## src/rtl/core/ier_pkg.sv

```systemverilog
// ----------------------------------------------------------------------------
// ier_pkg
// Shared constants, types and helpers for the ICMP echo request builder.
// ----------------------------------------------------------------------------
package ier_pkg;

  // Body capacity of one packet and the fixed header length
  localparam int MAX_BODY_BYTES = 56;
  localparam int HDR_BYTES      = 8;

  // Two body banks: one fills while the other drains
  localparam int NUM_BANKS = 2;
  localparam int RAM_DEPTH = NUM_BANKS * MAX_BODY_BYTES;
  localparam int RAM_AW    = $clog2(RAM_DEPTH);

  // Body byte count, packet byte index
  localparam int CNT_W = $clog2(MAX_BODY_BYTES + 1);
  localparam int IDX_W = $clog2(HDR_BYTES + MAX_BODY_BYTES);

  // Weighted body sum and the header-inclusive checksum accumulator
  localparam int SUM_W = $clog2(((MAX_BODY_BYTES + 1) / 2) * 65535 + 1);
  localparam int CK_W  = SUM_W + 2;

  // Descriptor queue and output buffer depths (powers of two)
  localparam int QUEUE_DEPTH = 2;
  localparam int OFIFO_DEPTH = 4;

  // Echo request header codes
  localparam logic [7:0] ECHO_TYPE = 8'd8;
  localparam logic [7:0] ECHO_CODE = 8'd0;

  // One finished packet, handed from the front to the back
  typedef struct packed {
    logic               bank;
    logic [CNT_W-1:0]   count;
    logic [SUM_W-1:0]   sum;
    logic [15:0]        ident;
    logic [15:0]        seq;
    logic               ovf;
  } ier_desc_t;

  // Bank release from the back to the front
  typedef struct packed {
    logic valid;
    logic bank;
  } ier_rel_t;

  // Body buffer write
  typedef struct packed {
    logic              valid;
    logic [RAM_AW-1:0] addr;
    logic [7:0]        data;
  } ier_wr_t;

  // Map bank and body position to a buffer address
  function automatic logic [RAM_AW-1:0] ram_addr(input logic bank,
                                                  input logic [CNT_W-1:0] idx);
    logic [RAM_AW-1:0] base;
    base = bank ? RAM_AW'(MAX_BODY_BYTES) : '0;
    return base + RAM_AW'(idx);
  endfunction

endpackage

```

## src/rtl/core/ier_if.sv

```systemverilog
// ----------------------------------------------------------------------------
// ier_in_if / ier_out_if
// Valid/ready channels for body items and serialized packet bytes.
// ----------------------------------------------------------------------------
interface ier_in_if;
  logic        valid;
  logic        ready;
  logic [15:0] ident;
  logic [15:0] seq_num;
  logic [7:0]  body_byte;
  logic        byte_present;
  logic        body_last;

  modport source(output valid, ident, seq_num, body_byte, byte_present, body_last,
                 input ready);
  modport sink(input valid, ident, seq_num, body_byte, byte_present, body_last,
               output ready);
endinterface

interface ier_out_if;
  logic       valid;
  logic       ready;
  logic [7:0] packet_byte;
  logic       packet_last;
  logic       body_overflow;

  modport source(output valid, packet_byte, packet_last, body_overflow,
                 input ready);
  modport sink(input valid, packet_byte, packet_last, body_overflow,
               output ready);
endinterface

```

## src/rtl/core/ier_ram.sv

```systemverilog
// ----------------------------------------------------------------------------
// ier_ram
// Generic simple dual-port RAM: one write port, one registered read port.
// ----------------------------------------------------------------------------
module ier_ram #(
  parameter int WIDTH = 8,
  parameter int DEPTH = 16
) (
  input  logic                     clk,
  input  logic                     we,
  input  logic [$clog2(DEPTH)-1:0] waddr,
  input  logic [WIDTH-1:0]         wdata,
  input  logic [$clog2(DEPTH)-1:0] raddr,
  output logic [WIDTH-1:0]         rdata
);

  logic [WIDTH-1:0] mem [DEPTH];

  // Write port
  always_ff @(posedge clk) begin
    if (we) begin
      mem[waddr] <= wdata;
    end
  end

  // Registered read port
  always_ff @(posedge clk) begin
    rdata <= mem[raddr];
  end

endmodule

```

## src/rtl/core/ier_queue.sv

```systemverilog
// ----------------------------------------------------------------------------
// ier_queue
// Short descriptor FIFO between the accumulating front and the emitting back.
// ----------------------------------------------------------------------------
module ier_queue import ier_pkg::*; (
  input  logic      clk,
  input  logic      rst_n,
  input  logic      push,
  input  ier_desc_t din,
  input  logic      pop,
  output ier_desc_t dout,
  output logic      full,
  output logic      empty
);

  localparam int PTR_W = (QUEUE_DEPTH > 1) ? $clog2(QUEUE_DEPTH) : 1;
  localparam int CNT_QW = $clog2(QUEUE_DEPTH + 1);

  ier_desc_t          mem_r [QUEUE_DEPTH];
  logic [PTR_W-1:0]   wp_r, rp_r;
  logic [CNT_QW-1:0]  cnt_r;

  assign full  = (cnt_r == CNT_QW'(QUEUE_DEPTH));
  assign empty = (cnt_r == '0);
  assign dout  = mem_r[rp_r];

  // Store pushed descriptors
  always_ff @(posedge clk) begin
    if (push) begin
      mem_r[wp_r] <= din;
    end
  end

  // Advance pointers and occupancy
  always_ff @(posedge clk) begin
    if (!rst_n) begin
      wp_r  <= '0;
      rp_r  <= '0;
      cnt_r <= '0;
    end else begin
      if (push) begin
        wp_r <= wp_r + PTR_W'(1);
      end
      if (pop) begin
        rp_r <= rp_r + PTR_W'(1);
      end
      if (push && !pop) begin
        cnt_r <= cnt_r + CNT_QW'(1);
      end else if (pop && !push) begin
        cnt_r <= cnt_r - CNT_QW'(1);
      end
    end
  end

endmodule

```

## src/rtl/core/ier_front.sv

```systemverilog
// ----------------------------------------------------------------------------
// ier_front
// Accepts body items, samples the header fields, buffers body bytes into the
// current bank and accumulates the weighted body sum.
// ----------------------------------------------------------------------------
module ier_front import ier_pkg::*; (
  input  logic      clk,
  input  logic      rst_n,
  ier_in_if.sink    in_ch,
  input  logic      q_full,
  output logic      desc_push,
  output ier_desc_t desc,
  output ier_wr_t   wr,
  input  ier_rel_t  rel
);

  logic               mid_r;
  logic               bank_r;
  logic [1:0]         busy_r, busy_nxt;
  logic [CNT_W-1:0]   cnt_r, cnt_nxt, base_cnt;
  logic [SUM_W-1:0]   sum_r, sum_nxt, base_sum, addend;
  logic               ovf_r, ovf_nxt;
  logic [15:0]        ident_r, ident_nxt;
  logic [15:0]        seq_r, seq_nxt;
  logic               accept, first, room, take;

  // Hold off a new packet until its bank has been drained
  assign in_ch.ready = !q_full && (mid_r || !busy_r[bank_r]);
  assign accept      = in_ch.valid && in_ch.ready;
  assign first       = !mid_r;

  // Start a fresh packet context on the first transaction
  always_comb begin
    base_cnt  = first ? '0 : cnt_r;
    base_sum  = first ? '0 : sum_r;
    ident_nxt = first ? in_ch.ident : ident_r;
    seq_nxt   = first ? in_ch.seq_num : seq_r;
    room      = (base_cnt < CNT_W'(MAX_BODY_BYTES));
    take      = in_ch.byte_present && room;
    // Even positions carry the high byte of a 16-bit word
    addend    = base_cnt[0] ? SUM_W'(in_ch.body_byte)
                            : SUM_W'({in_ch.body_byte, 8'h00});
    cnt_nxt   = take ? base_cnt + CNT_W'(1) : base_cnt;
    sum_nxt   = take ? base_sum + addend : base_sum;
    ovf_nxt   = (first ? 1'b0 : ovf_r) | (in_ch.byte_present & !room);
  end

  // Buffer write for a kept byte
  always_comb begin
    wr.valid = accept && take;
    wr.addr  = ram_addr(bank_r, base_cnt);
    wr.data  = in_ch.body_byte;
  end

  // Hand the finished packet to the back
  always_comb begin
    desc_push   = accept && in_ch.body_last;
    desc.bank   = bank_r;
    desc.count  = cnt_nxt;
    desc.sum    = sum_nxt;
    desc.ident  = ident_nxt;
    desc.seq    = seq_nxt;
    desc.ovf    = ovf_nxt;
  end

  // Claim a bank on the first transaction, free it on release
  always_comb begin
    busy_nxt = busy_r;
    if (rel.valid) begin
      busy_nxt[rel.bank] = 1'b0;
    end
    if (accept && first) begin
      busy_nxt[bank_r] = 1'b1;
    end
  end

  // Packet context registers
  always_ff @(posedge clk) begin
    if (!rst_n) begin
      mid_r   <= 1'b0;
      bank_r  <= 1'b0;
      busy_r  <= '0;
      cnt_r   <= '0;
      sum_r   <= '0;
      ovf_r   <= 1'b0;
      ident_r <= '0;
      seq_r   <= '0;
    end else begin
      busy_r <= busy_nxt;
      if (accept) begin
        mid_r   <= !in_ch.body_last;
        cnt_r   <= cnt_nxt;
        sum_r   <= sum_nxt;
        ovf_r   <= ovf_nxt;
        ident_r <= ident_nxt;
        seq_r   <= seq_nxt;
        if (in_ch.body_last) begin
          bank_r <= ~bank_r;
        end
      end
    end
  end

endmodule

```

## src/rtl/core/ier_back.sv

```systemverilog
// ----------------------------------------------------------------------------
// ier_back
// Folds the checksum of a queued packet and serializes header and body bytes
// through a registered buffer read into a small output FIFO.
// ----------------------------------------------------------------------------
module ier_back import ier_pkg::*; (
  input  logic              clk,
  input  logic              rst_n,
  input  logic              q_empty,
  input  ier_desc_t         q_dout,
  output logic              q_pop,
  output logic [RAM_AW-1:0] rd_addr,
  input  logic [7:0]        rd_data,
  output ier_rel_t          rel,
  ier_out_if.source         out_ch
);

  localparam int OP_W = $clog2(OFIFO_DEPTH);
  localparam int OC_W = $clog2(OFIFO_DEPTH + 1);

  typedef enum logic [2:0] {
    ST_IDLE,
    ST_SUM,
    ST_FOLD_A,
    ST_FOLD_B,
    ST_EMIT
  } state_t;

  typedef struct packed {
    logic [7:0] data;
    logic       last;
    logic       ovf;
  } obyte_t;

  state_t            state_r;
  ier_desc_t         d_r;
  logic [CK_W-1:0]   ck_r;
  logic [IDX_W-1:0]  idx_r;
  logic              s2_valid_r, s2_body_r, s2_last_r, s2_ovf_r;
  logic [7:0]        s2_hdr_r;

  obyte_t            ofifo_r [OFIFO_DEPTH];
  logic [OP_W-1:0]   wp_r, rp_r;
  logic [OC_W-1:0]   ocnt_r;
  obyte_t            push_entry;

  logic [15:0]       csum;
  logic [IDX_W:0]    last_idx;
  logic              is_last, is_body, issue, opop;
  logic [CNT_W-1:0]  body_idx;
  logic [7:0]        hdr_byte;

  // Take the next descriptor when idle
  assign q_pop = (state_r == ST_IDLE) && !q_empty;

  // Byte selection for the current packet index
  always_comb begin
    csum     = ~ck_r[15:0];
    last_idx = (IDX_W+1)'(HDR_BYTES - 1) + (IDX_W+1)'(d_r.count);
    is_last  = ({1'b0, idx_r} == last_idx);
    is_body  = (idx_r >= IDX_W'(HDR_BYTES));
    body_idx = CNT_W'(idx_r - IDX_W'(HDR_BYTES));
    rd_addr  = ram_addr(d_r.bank, body_idx);
    unique case (idx_r[2:0])
      3'd0:    hdr_byte = ECHO_TYPE;
      3'd1:    hdr_byte = ECHO_CODE;
      3'd2:    hdr_byte = csum[15:8];
      3'd3:    hdr_byte = csum[7:0];
      3'd4:    hdr_byte = d_r.ident[15:8];
      3'd5:    hdr_byte = d_r.ident[7:0];
      3'd6:    hdr_byte = d_r.seq[15:8];
      default: hdr_byte = d_r.seq[7:0];
    endcase
  end

  // Issue only with room for everything in flight
  assign issue = (state_r == ST_EMIT) &&
                 ((OC_W+1)'(ocnt_r) + (OC_W+1)'(s2_valid_r) < (OC_W+1)'(OFIFO_DEPTH));

  // Free the bank once its last byte has been read
  assign rel.valid = issue && is_last;
  assign rel.bank  = d_r.bank;

  // Sequencer and read stage
  always_ff @(posedge clk) begin
    if (!rst_n) begin
      state_r    <= ST_IDLE;
      s2_valid_r <= 1'b0;
      idx_r      <= '0;
    end else begin
      s2_valid_r <= issue;
      if (issue) begin
        s2_body_r <= is_body;
        s2_hdr_r  <= hdr_byte;
        s2_last_r <= is_last;
        s2_ovf_r  <= d_r.ovf;
      end
      unique case (state_r)
        ST_IDLE: begin
          if (!q_empty) begin
            d_r     <= q_dout;
            state_r <= ST_SUM;
          end
        end
        ST_SUM: begin
          ck_r    <= CK_W'(d_r.sum) + CK_W'({ECHO_TYPE, ECHO_CODE}) +
                     CK_W'(d_r.ident) + CK_W'(d_r.seq);
          state_r <= ST_FOLD_A;
        end
        ST_FOLD_A: begin
          ck_r    <= CK_W'(ck_r[15:0]) + CK_W'(ck_r[CK_W-1:16]);
          state_r <= ST_FOLD_B;
        end
        ST_FOLD_B: begin
          ck_r    <= CK_W'(ck_r[15:0]) + CK_W'(ck_r[CK_W-1:16]);
          idx_r   <= '0;
          state_r <= ST_EMIT;
        end
        ST_EMIT: begin
          if (issue) begin
            idx_r <= idx_r + IDX_W'(1);
            if (is_last) begin
              state_r <= ST_IDLE;
            end
          end
        end
        default: state_r <= ST_IDLE;
      endcase
    end
  end

  // Output FIFO: merge buffer data with header bytes
  always_comb begin
    push_entry.data = s2_body_r ? rd_data : s2_hdr_r;
    push_entry.last = s2_last_r;
    push_entry.ovf  = s2_ovf_r;
  end

  assign opop                 = out_ch.valid && out_ch.ready;
  assign out_ch.valid         = (ocnt_r != '0);
  assign out_ch.packet_byte   = ofifo_r[rp_r].data;
  assign out_ch.packet_last   = ofifo_r[rp_r].last;
  assign out_ch.body_overflow = ofifo_r[rp_r].ovf;

  always_ff @(posedge clk) begin
    if (s2_valid_r) begin
      ofifo_r[wp_r] <= push_entry;
    end
  end

  always_ff @(posedge clk) begin
    if (!rst_n) begin
      wp_r   <= '0;
      rp_r   <= '0;
      ocnt_r <= '0;
    end else begin
      if (s2_valid_r) begin
        wp_r <= wp_r + OP_W'(1);
      end
      if (opop) begin
        rp_r <= rp_r + OP_W'(1);
      end
      if (s2_valid_r && !opop) begin
        ocnt_r <= ocnt_r + OC_W'(1);
      end else if (opop && !s2_valid_r) begin
        ocnt_r <= ocnt_r - OC_W'(1);
      end
    end
  end

`ifndef SYNTH
  // Output FIFO never exceeds its depth
  a_ocnt_bound: assert property (@(posedge clk) disable iff (!rst_n)
    ocnt_r <= OC_W'(OFIFO_DEPTH))
    else $error("output FIFO occupancy out of range");

  // A read-stage byte never lands in a full FIFO without a pop
  a_no_overfill: assert property (@(posedge clk) disable iff (!rst_n)
    (s2_valid_r && ocnt_r == OC_W'(OFIFO_DEPTH)) |-> opop)
    else $error("output FIFO overfilled");

  // Releasing a bank ends the packet
  a_rel_idle: assert property (@(posedge clk) disable iff (!rst_n)
    rel.valid |=> state_r == ST_IDLE)
    else $error("bank released mid-packet");

  // Taking a descriptor starts the checksum
  a_pop_sum: assert property (@(posedge clk) disable iff (!rst_n)
    q_pop |=> state_r == ST_SUM)
    else $error("descriptor pop without checksum start");
`endif

endmodule

```

## src/rtl/core/icmp_echo_request_builder.sv

```systemverilog
// ----------------------------------------------------------------------------
// icmp_echo_request_builder
// Builds an ICMP echo request with its internet checksum from body bytes.
// ----------------------------------------------------------------------------
// Body items are taken at one per cycle while a packet is open; each kept
// byte goes into one of two 56-byte buffer banks and into the running sum.
// On the last item the packet is queued to the back, which takes the
// descriptor, adds the header words and folds the checksum twice, then
// emits the 8 header bytes and the body through a registered buffer read
// and a four-entry output FIFO, one byte per cycle while that FIFO has room.
// While one bank drains, the next packet fills the other; the first item of
// a packet waits only when both banks still hold packets not yet emitted.
// Body bytes past 56 are dropped and flag body_overflow on every byte of
// that packet.
module icmp_echo_request_builder import ier_pkg::*; (
  input  logic       clk,
  input  logic       rst_n,
  ier_in_if.sink     in_ch,
  ier_out_if.source  out_ch
);

  logic              desc_push, q_pop, q_full, q_empty;
  ier_desc_t         desc, q_dout;
  ier_wr_t           wr;
  ier_rel_t          rel;
  logic [RAM_AW-1:0] rd_addr;
  logic [7:0]        rd_data;

  // Accept and accumulate
  ier_front u_front (
    .clk       (clk),
    .rst_n     (rst_n),
    .in_ch     (in_ch),
    .q_full    (q_full),
    .desc_push (desc_push),
    .desc      (desc),
    .wr        (wr),
    .rel       (rel)
  );

  // Packet descriptors between front and back
  ier_queue u_queue (
    .clk   (clk),
    .rst_n (rst_n),
    .push  (desc_push),
    .din   (desc),
    .pop   (q_pop),
    .dout  (q_dout),
    .full  (q_full),
    .empty (q_empty)
  );

  // Two-bank body buffer
  ier_ram #(
    .WIDTH (8),
    .DEPTH (RAM_DEPTH)
  ) u_ram (
    .clk   (clk),
    .we    (wr.valid),
    .waddr (wr.addr),
    .wdata (wr.data),
    .raddr (rd_addr),
    .rdata (rd_data)
  );

  // Checksum fold and serialize
  ier_back u_back (
    .clk     (clk),
    .rst_n   (rst_n),
    .q_empty (q_empty),
    .q_dout  (q_dout),
    .q_pop   (q_pop),
    .rd_addr (rd_addr),
    .rd_data (rd_data),
    .rel     (rel),
    .out_ch  (out_ch)
  );

endmodule

```

## src/flat_wrapper.sv

```systemverilog
// flat-port wrapper written by rule: the top's interface ports become plain ports
module icmp_echo_request_builder_flat import ier_pkg::*;
  (clk, rst_n, in_ch_valid, in_ch_ident, in_ch_seq_num, in_ch_body_byte, in_ch_byte_present, in_ch_body_last, in_ch_ready, out_ch_valid, out_ch_packet_byte, out_ch_packet_last, out_ch_body_overflow, out_ch_ready);
  ier_in_if in_ch_i ();
  ier_out_if out_ch_i ();
  input  logic clk;
  input  logic rst_n;
  input wire logic [$bits(in_ch_i.valid)-1:0] in_ch_valid;
  input wire logic [$bits(in_ch_i.ident)-1:0] in_ch_ident;
  input wire logic [$bits(in_ch_i.seq_num)-1:0] in_ch_seq_num;
  input wire logic [$bits(in_ch_i.body_byte)-1:0] in_ch_body_byte;
  input wire logic [$bits(in_ch_i.byte_present)-1:0] in_ch_byte_present;
  input wire logic [$bits(in_ch_i.body_last)-1:0] in_ch_body_last;
  output wire logic [$bits(in_ch_i.ready)-1:0] in_ch_ready;
  output wire logic [$bits(out_ch_i.valid)-1:0] out_ch_valid;
  output wire logic [$bits(out_ch_i.packet_byte)-1:0] out_ch_packet_byte;
  output wire logic [$bits(out_ch_i.packet_last)-1:0] out_ch_packet_last;
  output wire logic [$bits(out_ch_i.body_overflow)-1:0] out_ch_body_overflow;
  input wire logic [$bits(out_ch_i.ready)-1:0] out_ch_ready;
  assign in_ch_i.valid = in_ch_valid;
  assign in_ch_i.ident = in_ch_ident;
  assign in_ch_i.seq_num = in_ch_seq_num;
  assign in_ch_i.body_byte = in_ch_body_byte;
  assign in_ch_i.byte_present = in_ch_byte_present;
  assign in_ch_i.body_last = in_ch_body_last;
  assign in_ch_ready = in_ch_i.ready;
  assign out_ch_valid = out_ch_i.valid;
  assign out_ch_packet_byte = out_ch_i.packet_byte;
  assign out_ch_packet_last = out_ch_i.packet_last;
  assign out_ch_body_overflow = out_ch_i.body_overflow;
  assign out_ch_i.ready = out_ch_ready;
  icmp_echo_request_builder u_core (.clk(clk), .rst_n(rst_n), .in_ch(in_ch_i), .out_ch(out_ch_i));
endmodule
```

## config.mk

```make
export PLATFORM = sky130hd
export DESIGN_NAME = icmp_echo_request_builder_flat
export DESIGN_NICKNAME = d
export VERILOG_FILES = /design/src/rtl/core/ier_pkg.sv /design/src/rtl/core/ier_if.sv /design/src/rtl/core/ier_ram.sv /design/src/rtl/core/ier_queue.sv /design/src/rtl/core/ier_front.sv /design/src/rtl/core/ier_back.sv /design/src/rtl/core/icmp_echo_request_builder.sv /design/src/flat_wrapper.sv
export SDC_FILE = /design/constraint.sdc
export NUM_CORES = 2
export LEC_CHECK = 0
export BUFFER_PORTS_ARGS = -buffer_cell sky130_fd_sc_hd__buf_2
export CAP_MARGIN = 20
export CORE_ASPECT_RATIO = 2
export CORE_MARGIN = 5
export CORE_UTILIZATION = 32
export CTS_CLUSTER_DIAMETER = 60
export DETAILED_ROUTE_END_ITERATION = 6
export SLEW_MARGIN = 20
export SYNTH_ARGS = -nofsm -noshare
export SYNTH_HDL_FRONTEND = slang
export SYNTH_SLANG_ARGS = --single-unit
export TNS_END_PERCENT = 5
```

## constraint.sdc

```tcl
create_clock -name clk -period 4.37 [get_ports clk]
set_input_delay 0.874 -clock clk [delete_from_list [all_inputs] [get_ports clk]]
set_output_delay 0.874 -clock clk [all_outputs]
set_load 0.005 [all_outputs]
```

Yosys cells after proc, flatten, opt, wreduce, memory -nomap -nowiden --
Memories as Yosys holds them, arrays and structs flattened. A register that Yosys moved wholly into a read port is not among the register bits. Index checks and enable logic that the tools add are counted. W data, S select, Z words.
Storage, ports and cells: output and inout port bits 12, flip-flop bits (word level) 119, word-level logic and storage cells 156, memories kept 3, memory bits (writable) 1058, input bits 46
Cells by class: $add $sub $neg 20, reduce and logical (&&, ||, !) cells 42, equal/unequal tests 15, order comparisons 7, muxes and demuxes 39, bitwise gates (word level) 8
Memories:
- u_core.u_ram.mem | words 112, bits a word 8, read ports 1, clocked after memory_dff 1, wr ports 1, line ier_ram.sv:17 | logic [WIDTH-1:0] mem [DEPTH];
- u_core.u_queue.mem_r | words 2, bits a word 61, read ports 1, clocked after memory_dff 1, wr ports 1, line ier_queue.sv:19 | ier_desc_t mem_r [QUEUE_DEPTH];
- u_core.u_back.ofifo_r | words 4, bits a word 10, read ports 1, clocked after memory_dff 1, wr ports 1, line ier_back.sv:42 | obyte_t ofifo_r [OFIFO_DEPTH];
Operator list (number):
- $pmux W8 S7 | 1
- $mux W16 | 3
- $pmux W23 S2 | 1
- $mux W21 | 2
- $mux W6 | 5
- $add A22 B16 Y23 | 1
- $add A23 B16 Y23 | 1
- $add A21 B12 Y22 const B | 1
- $add A21 B16 Y21 | 1
- $add A16 B7 Y17 | 1
- $logic_and A1 B1 Y1 | 16
- $not A16 Y16 | 1
- $mux W3 | 5
- $pmux W3 S5 | 1
- $add A6 B6 Y7 | 2
- $add A6 B1 Y6 const B | 2
- $eq A3 B2 Y1 const B | 4
- $eq A3 B3 Y1 const B | 4
- $mux W2 | 6
- $pmux W6 S2 | 1
- $mux W1 | 11
- $logic_not A1 Y1 | 10
- $mux W8 | 1
- $reduce_and A2 Y1 | 4
- other kinds (31) | 46

Logic depth before layout (Yosys ltp) --
depth after elaboration 11, mapped depth 13, depth with buffers taken out 13

By module --
From an unflattened synthesis, not the netlist that was laid out.
Second synthesis, totals: cell total of the unflattened synthesis 3185, area, all modules 52390.2 um^2
By module, submodules not included:
- ier_ram | times used 1, cells an instance 1712, seq. area each 27066.0 um^2, area an instance 35191.3 um^2
- ier_back | times used 1, cells an instance 680, seq. area each 4404.2 um^2, area an instance 8224.1 um^2
- ier_queue | times used 1, cells an instance 212, seq. area each 3763.6 um^2, area an instance 4619.4 um^2
- ier_front | times used 1, cells an instance 581, seq. area each 1281.2 um^2, area an instance 4355.4 um^2

Least setup slack after synthesis --
OpenSTA, ideal clock, no wires.
path type reg-to-reg, start point reg u_core.u_front.bank_r, end point mem u_core.u_queue.mem_r[0][0] (netlist name), enable pin, clock period less this slack 4495 ps, cell stages (with the launch flop) 7, library setup time 480 ps, data arrival time 4015 ps, data required time 3890 ps, buffers on the path 1, setup slack -125 ps, cells stage by stage dfxtp_1 > mux2i_1 > a2bb2oi_1 > and2_1 > clkbuf_1 > nand2_1 > nor2_1
Between the ends: longest elaborated chain between the ends 9
Ends and longest elaborated chain:
- start, declared | line ier_front.sv:18 | logic bank_r;
- start signal, assigned | line ier_front.sv:98 | bank_r <= ~bank_r;
- $mux W1 (implied by the code) (2 in series) | line ier_front.sv:28 | assign in_ch.ready = !q_full && (mid_r || !busy_r[bank_r]);
- $logic_not A1 Y1 | line ier_front.sv:28
- $logic_or A1 B1 Y1 | line ier_front.sv:28
- $logic_and A1 B1 Y1 | line ier_front.sv:28
- via in_ch_ready | line flat_wrapper.sv:14 | output wire logic [$bits(in_ch_i.ready)-1:0] in_ch_ready;
- $logic_and A1 B1 Y1 | line ier_front.sv:29 | assign accept = in_ch.valid && in_ch.ready;
- $logic_and A1 B1 Y1 | line ier_front.sv:57 | desc_push = accept && in_ch.body_last;
- $mux W1 | line ier_queue.sv:29 | if (push) begin
- $mux W1 (implied by the code) | line ier_queue.sv:30 | mem_r[wp_r] <= din;
- end, declared | line ier_queue.sv:19
The timed path passes the listed nets, and every way through them passes these cells. The select of a mux whose other input is x is not followed.

Worst setup path in the final report --
start point reg u_core.u_back.idx_r[3], end point reg u_core.u_ram.rdata[1], read port of u_core.u_ram.mem
Between the ends: longest elaborated chain between the ends 2
Ends and longest elaborated chain:
- start, declared | line ier_back.sv:38 | logic [IDX_W-1:0] idx_r;
- start signal, assigned | line ier_back.sv:121 | idx_r <= idx_r + IDX_W'(1);
- $sub A6 B4 Y6 | line ier_back.sv:62 | body_idx = CNT_W'(idx_r - IDX_W'(HDR_BYTES));
- $add A6 B6 Y7 | line ier_pkg.sv:60 | return base + RAM_AW'(idx);
- end, declared | line ier_ram.sv:14 | output logic [WIDTH-1:0] rdata
Every way passes these cells. A chain may end at the register's enable or synchronous reset.

==> flow_metrics.env <==
export IMPL_status="finished clean"
export IMPL_yosysUniqueCellTypes=65
export IMPL_clkPwrFrac_pct=31.9
export IMPL_switchingPower_mw=8.391
export IMPL_vias=26819
export IMPL_clock_sinks=1247
export IMPL_synthFlopType="edfxtp_1"
export IMPL_leakage_nw=19.24
export IMPL_clock_latency_ns=0.70
export IMPL_peakVddDrop_v=0.0003781
export IMPL_core_area_um2=160600
export IMPL_netlist_area_um2=51700
export IMPL_synth_top_family_by_area="multiplexers"
export IMPL_hold_class="register to register"
export IMPL_finalSetupTns_ns=0
export IMPL_cap_violations=0
export IMPL_post_route_period_util_pct=90.63
export IMPL_io_pins=58
export IMPL_routedWlPerCell_um=24.60
export IMPL_worstHoldStart="u_core.u_front.seq_r[5]"
export IMPL_synth_edff_count=1152
export IMPL_cp_max_fo=36
export IMPL_syn_inst=2974
export IMPL_slew_limit_headroom_pct=32.36
export IMPL_syn_to_final_growth_pct=14.19
export IMPL_fp_dieH_um=578.4
export IMPL_synth_xor_area_share_pct=1.186
export IMPL_grt_pass1_wl_mm=192.2
export IMPL_finalHoldViolCount=0
export IMPL_ys_seq_area_share_pct=70.59
export IMPL_post_route_min_period_ns=3.960
export IMPL_cts_inserted_buffers=101
export IMPL_whs_endpoint="u_core.u_front.seq_r[5]"
export IMPL_rr_startpoint="u_core.u_back.idx_r[3]"
export IMPL_cts_max_path_buffers=3
export IMPL_grt_max_degree=105
export IMPL_hold_buffers=0
export IMPL_slew_viol_final=0
export IMPL_grt_overflow=0
export IMPL_row_count=208
export IMPL_cts_tree="built"
export IMPL_yosysWarnings=0
export IMPL_path_class="register to register"
export IMPL_hold_ws_ns=0.4523
export IMPL_route_detailed_drc=0
export IMPL_fillers=14796
export IMPL_drtIter0Drc=1852
export IMPL_design_area_um2=59040
export IMPL_drive_gt1_share_pct=24.67
export IMPL_antenna_found_initial=4
export IMPL_critPathLaunchType="register"
export IMPL_setup_viol=0
export IMPL_fp_dieArea_um2=170200
export IMPL_required_ns=4.92
export IMPL_r2r_cells=9
export IMPL_switching_share_pct=28.15
export IMPL_gr_usage_all_layers_pct=15.31
export IMPL_synth_fa_ha_area_share_pct=2.691
export IMPL_start_util_pct=32.20
export IMPL_synth_simple_area_share_pct=5.196
export IMPL_p_comb_share_pct=20.1
export IMPL_internal_power_mw=21.42
export IMPL_synth_area_mux_share_pct=14.68
export IMPL_synthArstFlopShare_pct=0
export IMPL_path_clk_slew_ns=0.07
export IMPL_ys_ff_latch=1247
export IMPL_power_mw=29.81
export IMPL_post_dp_cell_area_um2=55580
export IMPL_tightest_slew_ns=1.011
export IMPL_dr_pass1_iters=5
export IMPL_fin_util_pct=36.77
export IMPL_die_w_um=294.2
export IMPL_fmax_mhz=252.5
export IMPL_rsz0062_at_grt="false"
export IMPL_cts_setup_buffers=0
export IMPL_wl_mm=132.1
export IMPL_powerDensity_nw_per_um2=504.9
export IMPL_syn_num_nets=3118
export IMPL_hpwl_mm=94.13
export IMPL_root_buffer="clkbuf_16"
export IMPL_fin_nets=3323
export IMPL_synth_compound_area_share_pct=3.625
export IMPL_cp_arrival_ns=4.51
export IMPL_gp_congestion=0.8704
export IMPL_vias_per_cell=4.996
export IMPL_seqPwrFrac_pct=48.1
export IMPL_critPathCaptureType="register"
export IMPL_avgSynthCellArea_um2=17.38
export IMPL_h_tree_depth=3
export IMPL_ctsResizeCount=0
export IMPL_hold_path_depth=2
export IMPL_r2r_end="u_core.u_ram.rdata[1]"
export IMPL_finClkSkew_ns=0.02891
export IMPL_numPortBuffers=57
export IMPL_r2r_setup_slack_ns=0.41
export IMPL_grt_pass1_vias=28589
export IMPL_final_antenna_net_count=0
==> metrics by stage <==
stage,setup WS [ns],instances
after CTS,0.3286,5367
after global routing,0.2225,5368
final,0.4095,5368
after global placement,0.3820,5176
after floorplan,0.01021,2974
after detailed placement,0.3502,5176
==> critical path, stage by stage, from the launching register on <==
cell	delay [ns]
dfxtp_1	0.41
inv_1	0.12
ha_1	0.29
inv_1	0.06
fa_4	1.17
buf_12	0.34
buf_4	0.26
mux4_2	0.39
a221oi_1	0.60
nand3_1	0.13
==> sequential cells by signal, indices dropped and copies added (netlist names), 2 cells and up, named ones only <==
register / flops
u_core.u_back.wp_r: 2
u_core.u_back.s2_hdr_r: 8
u_core.u_back.ck_r: 22
u_core.u_back.ocnt_r: 3
u_core.u_ram.mem: 896
u_core.u_front.busy_r: 2
u_core.u_back.ofifo_r: 40
u_core.u_front.seq_r: 16
u_core.u_front.sum_r: 21
u_core.u_back.d_r: 60
u_core.u_queue.cnt_r: 2
u_core.u_back.idx_r: 6
u_core.u_back.rp_r: 2
u_core.u_back.state_r: 3
u_core.u_front.ident_r: 16
u_core.u_front.cnt_r: 6
u_core.u_queue.mem_r: 122
u_core.u_ram.rdata: 8
==> routing by layer <==
layer	up-vias	part of all wire [%]	track usage, %	routed length (um)
met5	-	0	0	0
met4	0	7.8	10.02	10290
met3	253	3.1	1.627	4152
met2	629	58	30.40	75940
met1	13942	32	14.54	41680
li1	11995	-	-	-
==> worst max path at each step <==
stage | from | to | slack (ns)
CTS | u_core.u_back.idx_r[3] | u_core.u_ram.rdata[1] | 0.33
floorplan | rst_n | u_core.u_back.d_r[0] | 0.01
global route | u_core.u_back.idx_r[3] | u_core.u_ram.rdata[1] | 0.22
global placement | u_core.u_back.idx_r[3] | u_core.u_ram.rdata[1] | 0.38
detailed placement | u_core.u_back.idx_r[3] | u_core.u_ram.rdata[1] | 0.35
finish | u_core.u_back.idx_r[3] | u_core.u_ram.rdata[1] | 0.41
==> cell usage after synthesis, types with 6 or more instances <==
cell,n,area [um2]
a211oi_1,18,135.1
mux2i_1,27,270.3
o221ai_1,7,61.31
nor2b_1,21,131.4
o21ai_0,57,285.3
edfxtp_1,1152,34590
a21o_1,19,142.6
and2_1,36,225.2
buf_2,36,180.2
fa_1,22,440.4
clkbuf_1,77,289.0
xor2_1,30,262.8
ha_1,76,950.9
mux4_2,273,6148
a21oi_1,103,515.5
xnor2_1,40,350.3
o21a_1,7,52.55
a31oi_1,17,106.4
o31ai_1,10,75.07
inv_1,113,424.2
nor3_1,25,125.1
dfxtp_1,95,1902
buf_1,20,75.07
nand3_1,31,155.2
a22o_1,6,52.55
nor2_1,206,773.2
and3_1,16,100.1
nand2_1,210,788.3
nand4_1,17,106.4
or3_1,13,81.33
mux2_2,104,1171
==> placed cells by master (no fill, tap or decap), types with 8 or more instances in the layout <==
cell,count
a211oi_1,18
a21o_1,19
a21oi_1,102
a31oi_1,17
and2_1,35
and3_1,15
buf_12,9
buf_2,49
buf_4,185
bufinv_16,12
clkbuf_1,20
clkbuf_16,102
clkinv_1,10
clkinv_2,20
clkinvlp_4,8
dfxtp_1,90
edfxtp_1,1152
fa_1,21
ha_1,76
inv_1,112
mux2_2,104
mux2i_1,27
mux4_2,273
nand2_1,209
nand3_1,31
nand4_1,17
nor2_1,203
nor2b_1,21
nor3_1,25
o21ai_0,56
o31ai_1,10
or3_1,13
xnor2_1,40
xor2_1,30
==> cells by family after synthesis <==
group / Yosys count
flops: 1247
mux: 404
xor+xnor: 70
simple gates: 603
buf+inv: 255
compound gates: 297
fa+ha+maj: 98
==> final cells by class <==
| cell class | count | area (um2) | share of cell area, % |
|---|---|---|---|
| Inverter | 113 | 424.2 | 0.7184 |
| Antenna cell | 1 | 2.502 | 0.004239 |
| Timing Repair Buffer | 244 | 1826 | 3.092 |
| Sequential cell | 1247 | 36510 | 61.84 |
| Tap cell | 2100 | 2628 | 4.450 |
| Clock buffer | 129 | 2724 | 4.614 |
| Clock inverter | 62 | 726.9 | 1.231 |
| Multi-Input combinational cell | 1472 | 14200 | 24.05 |
==> power by group through the flow <==
stage / combinational, mW / sequential (mW) / clock (mW)
3_3_place_gp: 5.98 / 14.6 / 0
3_5_place_dp: 6.03 / 14.6 / 0
2_1_floorplan: 4.02 / 14.3 / 0
5_1_grt: 6.55 / 14.4 / 10.2
4_1_cts: 6.07 / 14.3 / 9.72
6_report: 5.98 / 14.3 / 9.50
Note: power is estimated with default switching activity, not from simulation.
